## src/rtl/sts_pkg.sv

```systemverilog
// Package for the sorted table search block.
// Request and result types, opcodes and search states; no dependencies.
package sts_pkg;

	localparam logic [1:0] OP_CLEAR  = 2'd0;
	localparam logic [1:0] OP_APPEND = 2'd1;
	localparam logic [1:0] OP_SEARCH = 2'd2;

	localparam int IDX_W = 10;

	typedef struct packed {
		logic [1:0]         opcode;
		logic signed [31:0] operand_value;
	} req_t;

	typedef struct packed {
		logic             found;
		logic [IDX_W-1:0] found_index;
	} res_t;

	typedef enum logic [1:0] {
		ST_IDLE,
		ST_ISSUE,
		ST_COMPARE
	} state_t;

endpackage

```

## src/rtl/sts_search.sv

```systemverilog
// Binary search sequencer: one table read and one compare per probe.
// Depends on sts_pkg; drives the read port of the table RAM.
module sts_search #(
	parameter int DEPTH = 1024
) (
	input  logic                                     clk,
	input  logic                                     arst_n,
	input  logic                                     go,
	input  logic signed [31:0]                       key,
	input  logic [$clog2(DEPTH+1)-1:0]               count,
	output logic                                     rd_en,
	output logic [(DEPTH > 1 ? $clog2(DEPTH) : 1)-1:0] rd_addr,
	input  logic signed [31:0]                       rd_data,
	output logic                                     busy,
	output logic                                     done,
	output sts_pkg::res_t                            res
);

	import sts_pkg::*;

	localparam int ADDR_W = (DEPTH > 1) ? $clog2(DEPTH) : 1;
	localparam int CNT_W  = $clog2(DEPTH + 1);

	state_t             state_q, state_d;
	logic [CNT_W-1:0]   low_q, end_q;
	logic [ADDR_W-1:0]  mid_q;
	logic signed [31:0] key_q;
	logic               done_q;
	res_t               res_q;

	logic [CNT_W-1:0]      span;
	logic [CNT_W-1:0]      mid_wide;
	logic [ADDR_W-1:0]     mid;
	logic                  empty;
	logic [ADDR_W+IDX_W-1:0] mid_ext;

	assign span     = end_q - low_q - CNT_W'(1);
	assign mid_wide = low_q + (span >> 1);
	assign mid      = mid_wide[ADDR_W-1:0];
	assign empty    = (end_q <= low_q);
	assign mid_ext  = {{IDX_W{1'b0}}, mid_q};

	always_comb begin
		state_d = state_q;
		rd_en   = 1'b0;
		rd_addr = mid;
		case (state_q)
			ST_IDLE: begin
				if (go) begin
					state_d = ST_ISSUE;
				end
			end
			ST_ISSUE: begin
				if (empty) begin
					state_d = ST_IDLE;
				end else begin
					rd_en   = 1'b1;
					state_d = ST_COMPARE;
				end
			end
			ST_COMPARE: begin
				if (key_q == rd_data) begin
					state_d = ST_IDLE;
				end else begin
					state_d = ST_ISSUE;
				end
			end
			default: state_d = ST_IDLE;
		endcase
	end

	always_ff @(posedge clk or negedge arst_n) begin
		if (!arst_n) begin
			state_q <= ST_IDLE;
			done_q  <= 1'b0;
		end else begin
			state_q <= state_d;
			done_q  <= ((state_q == ST_ISSUE) && empty) ||
			           ((state_q == ST_COMPARE) && (key_q == rd_data));
		end
	end

	always_ff @(posedge clk) begin
		case (state_q)
			ST_IDLE: begin
				if (go) begin
					low_q <= '0;
					end_q <= count;
					key_q <= key;
				end
			end
			ST_ISSUE: begin
				if (empty) begin
					res_q.found       <= 1'b0;
					res_q.found_index <= '0;
				end else begin
					mid_q <= mid;
				end
			end
			ST_COMPARE: begin
				if (key_q == rd_data) begin
					res_q.found       <= 1'b1;
					res_q.found_index <= mid_ext[IDX_W-1:0];
				end else if (key_q < rd_data) begin
					end_q <= CNT_W'(mid_q);
				end else begin
					low_q <= CNT_W'(mid_q) + CNT_W'(1);
				end
			end
			default: ;
		endcase
	end

	assign busy = (state_q != ST_IDLE);
	assign done = done_q;
	assign res  = res_q;

endmodule

```

## config.mk

```make
export PLATFORM = sky130hd
export DESIGN_NAME = sts_search
export DESIGN_NICKNAME = d
export VERILOG_FILES = /design/src/rtl/sts_pkg.sv /design/src/rtl/sts_search.sv
export SDC_FILE = /design/constraint.sdc
export NUM_CORES = 1
export LEC_CHECK = 0
export BUFFER_PORTS_ARGS = -buffer_cell sky130_fd_sc_hd__buf_2
export CORE_ASPECT_RATIO = 1.75
export CORE_UTILIZATION = 49
export CTS_CLUSTER_SIZE = 40
export DETAILED_ROUTE_END_ITERATION = 8
export GPL_TIMING_DRIVEN = 0
export MAX_ROUTING_LAYER = met4
export PLACE_DENSITY = 0.79
export SYNTH_ARGS = -nofsm -noshare
export SYNTH_HDL_FRONTEND = slang
export SYNTH_SLANG_ARGS = --single-unit
export TNS_END_PERCENT = 100
```

## constraint.sdc

```tcl
create_clock -name clk -period 10.5 [get_ports clk]
set_input_delay 2.1 -clock clk [delete_from_list [all_inputs] [get_ports clk]]
set_output_delay 2.1 -clock clk [all_outputs]
set_load 0.005 [all_outputs]
```

==> results.toml <==
[sta]
fin_skew_ns = 0.00405
fin_setup_tns_ns = 0
min_period_ns = 5.76
finalSetupViolCount = 0
ratio_of_final_minimum_period_to_clock_period_pct = 54.9
worstMarginPinSlew_ns = 1.36
finalHoldViolCount = 0
rsz0062_at_grt = "no"
timing.slew.headroom_pct = 8.65
achievable-frequency_mhz = 174
slew_viol_final = 0

[worst_setup_path]
worstPathArrival_ns = 3.66
timing.critical_path.buf_inv = 3
crit_path_start_kind = "flop"
timing.critical_path.fanout_max = 3
critPathMaxStageDelay_ns = 0.47
critPathCaptureType = "output port"
critPathTopFamily = "compound AO/OA/AOI/OAI gates"
critPathKind = "reg2out"
crit_slowest_cell = "o41ai_1"
required_time_of_the_critical_path_ns = 8.40
crit_path_cell_trace = "inv_1 > ha_1 > inv_1 > fa_1 > xnor2_1 > ha_1 > a21o_1 > a211oi_1 > nor2_1 > o41ai_1 > o21ai_0 > xor2_1 > buf_2"

[synth]
mappedNetlistNets = 526
syn-mean-instance-area_um2 = 11.5
synthesis.yosys.warnings = 0
post_synth_instance_area_um2 = 4490
synth-edff-count = 75
synth_sequential_area_ratio_pct = 51.8
post_synth_num_cell_types = 42
synthesis.instances = 392
synth-main-ff-cell = "edfxtp_1"
synthArstFlopShare_pct = 3.85
postSynthRegisterBits = 78

[die]
die_ar_um2 = 9570
fp.dieH_um = 129
boundaryPins = 102
floorplan.initialDensity_pct = 51.1
floorplan.rows = 45
die_width_um = 74.4
core_area_um2 = 8780

[placement]
dp_hpwl_mm = 7.98
gp_routability_congestion = 0.858
numPortBuffers = 101

[clock_tree]
ctsRootBufferMaster = "clkbuf_16"
ctsHtreeMaxLevel = 3
clock_latency_ns = 0.33
tritoncts = "built"
ctsResizeCount = 0
clk_transition_reported_paths_ns = 0.06
clk_path_buf_depth = 2
post_cts_hold_buffer_count = 0
post-cts-setup-buffers = 0
clock_sink_count = 78
total_cts_buffers = 9

[cells_and_area]
insertedDiodeCount = 0
fillCellCount = 742
mostFrequentLayoutCell = "buf_2"
area.growth.synth_to_final_pct = 22.5
num-nets-final = 639
layout_common_cells = "buf_2 (101), edfxtp_1 (75), ha_1 (54), inv_1 (52), nor2_1 (30)"
fraction_of_layout_instances_using_a_drive_strength_above_1_pct = 25.3
utilization_pct = 62.6

[global_route]
grt_first_pass_wirelength_mm = 15.2
globalRouteOverflowTotal = 0
number_of_antenna_violations_at_the_first_check_in_global_routing = 0
grt_max_degree = 34
grt_use_total_pct = 22.8
first_global_vias = 3366

[power]
ir_worst_vdd_v = 0.000242
cellLeakagePower_uw = 0.00254
pwr_density_cell_nw_per_um2 = 387

[route]
dr.pass1.iters = 4
wl_per_cell_um = 15.8
avgViaCountPerCell = 5.27
route.antenna.remaining_nets = 0
drt_first_iter_violations = 140
drc_viols = 0
dr_total_vias = 3304
postRouteWirelength_mm = 9.92

[run]
drv_cap = 0

[min_path]
hold_path_class = "reg2reg"

[outcome]
outcome = "complete, no violations"
-- routing by layer --
| metal | up-vias | GRT usage (%) | part of all wire [%] |
|---|---|---|---|
| met5 | - | - | 0 |
| met2 | 120 | 43.4 | 58 |
| met1 | 1539 | 20.9 | 35 |
| li1 | 1629 | - | - |
| met4 | 0 | 10.2 | 2.7 |
| met3 | 16 | 4.23 | 4.5 |
-- cells in the mapped netlist (2+ instances only) --
library cell / n / share of area (%)
o31ai_1: 2 / 0.33
a31oi_1: 2 / 0.28
or2_2: 4 / 0.56
nor3_1: 5 / 0.56
nor2_1: 31 / 2.6
nand2b_1: 2 / 0.28
a21o_1: 17 / 2.8
inv_1: 52 / 4.3
nand4_1: 8 / 1.1
and2_1: 16 / 2.2
a221o_1: 2 / 0.45
o21a_1: 5 / 0.84
dfrtp_1: 3 / 1.7
o211ai_1: 2 / 0.33
ha_1: 54 / 15
and3_1: 5 / 0.70
xor2_1: 11 / 2.1
xnor2_1: 14 / 2.7
nor2b_1: 4 / 0.56
a21oi_1: 18 / 2.0
o21ai_0: 10 / 1.1
nand2_1: 14 / 1.2
fa_1: 2 / 0.89
edfxtp_1: 75 / 50
a221oi_1: 2 / 0.39
nand3_1: 12 / 1.3
clkbuf_1: 4 / 0.33
a211oi_1: 2 / 0.33
-- state kept, by name, indices dropped and copies added (netlist names) --
signal and count:
state_q 2, key_q 32, mid_q 10, end_q 11, res 11, done 1
low_q 11
-- final timing paths --
check | start | to | slack, ns | depth (start not counted)
max in group asynchronous | arst_n | state_q[0] | 8.85 | 1
min reg2reg | state_q[0] | state_q[1] | 0.55 | 1
min | state_q[0] | state_q[1] | 0.55 | 1
min in group asynchronous | arst_n | done | 1.55 | 1
max reg2reg | key_q[31] | res[0] | 7.10 | 7
max | low_q[0] | rd_addr[9] | 4.74 | 13
-- layout make-up --
| class | count | area [um^2] | area share, % |
|---|---|---|---|
| plain buffers | 4 | 15.0 | 0.273 |
| clock buffers | 10 | 239 | 4.34 |
| multi-input cells | 258 | 1970 | 35.8 |
| clock inverters | 6 | 93.8 | 1.71 |
| flip-flops and latches | 78 | 2330 | 42.3 |
| well taps | 117 | 146 | 2.66 |
| repair buffers | 102 | 517 | 9.39 |
| inverters | 52 | 195 | 3.55 |
-- metrics by stage --
stage	power (uW)	worst slack [ns]	area [um^2]	hold WS (ns)	instances
6_report	2130	4.74	5500	0.548	627
5_1_grt	2280	4.39	5500	0.591	627
4_1_cts	2140	4.70	5500	0.549	627
3_5_place_dp	1790	5.05	5170	0.532	611
3_3_place_gp	1750	4.44	5140	0.512	610
2_1_floorplan	1360	5.52	4490	0.496	392
-- report_power, final --
group	total (uW)	switching, uW	internal, uW
Sequential	601	62.6	538
Combinational	1190	668	522
Clock	339	123	216
-- kinds of logic (layout without fill, tap and decap cells) --
family | after synthesis | in the layout | share of synthesized area (%)
adders and majority gates | 56 | 56 | 15.9
AOI/OAI and AO/OA | 70 | 70 | 10.5
and+or+nand+nor | 107 | 107 | 12.2
buffers and inverters | 56 | 174 | 4.68
DFF | 78 | 78 | 51.8
xor gates and xnor gates | 25 | 25 | 4.87
Power figures use the tool's default switching activity.
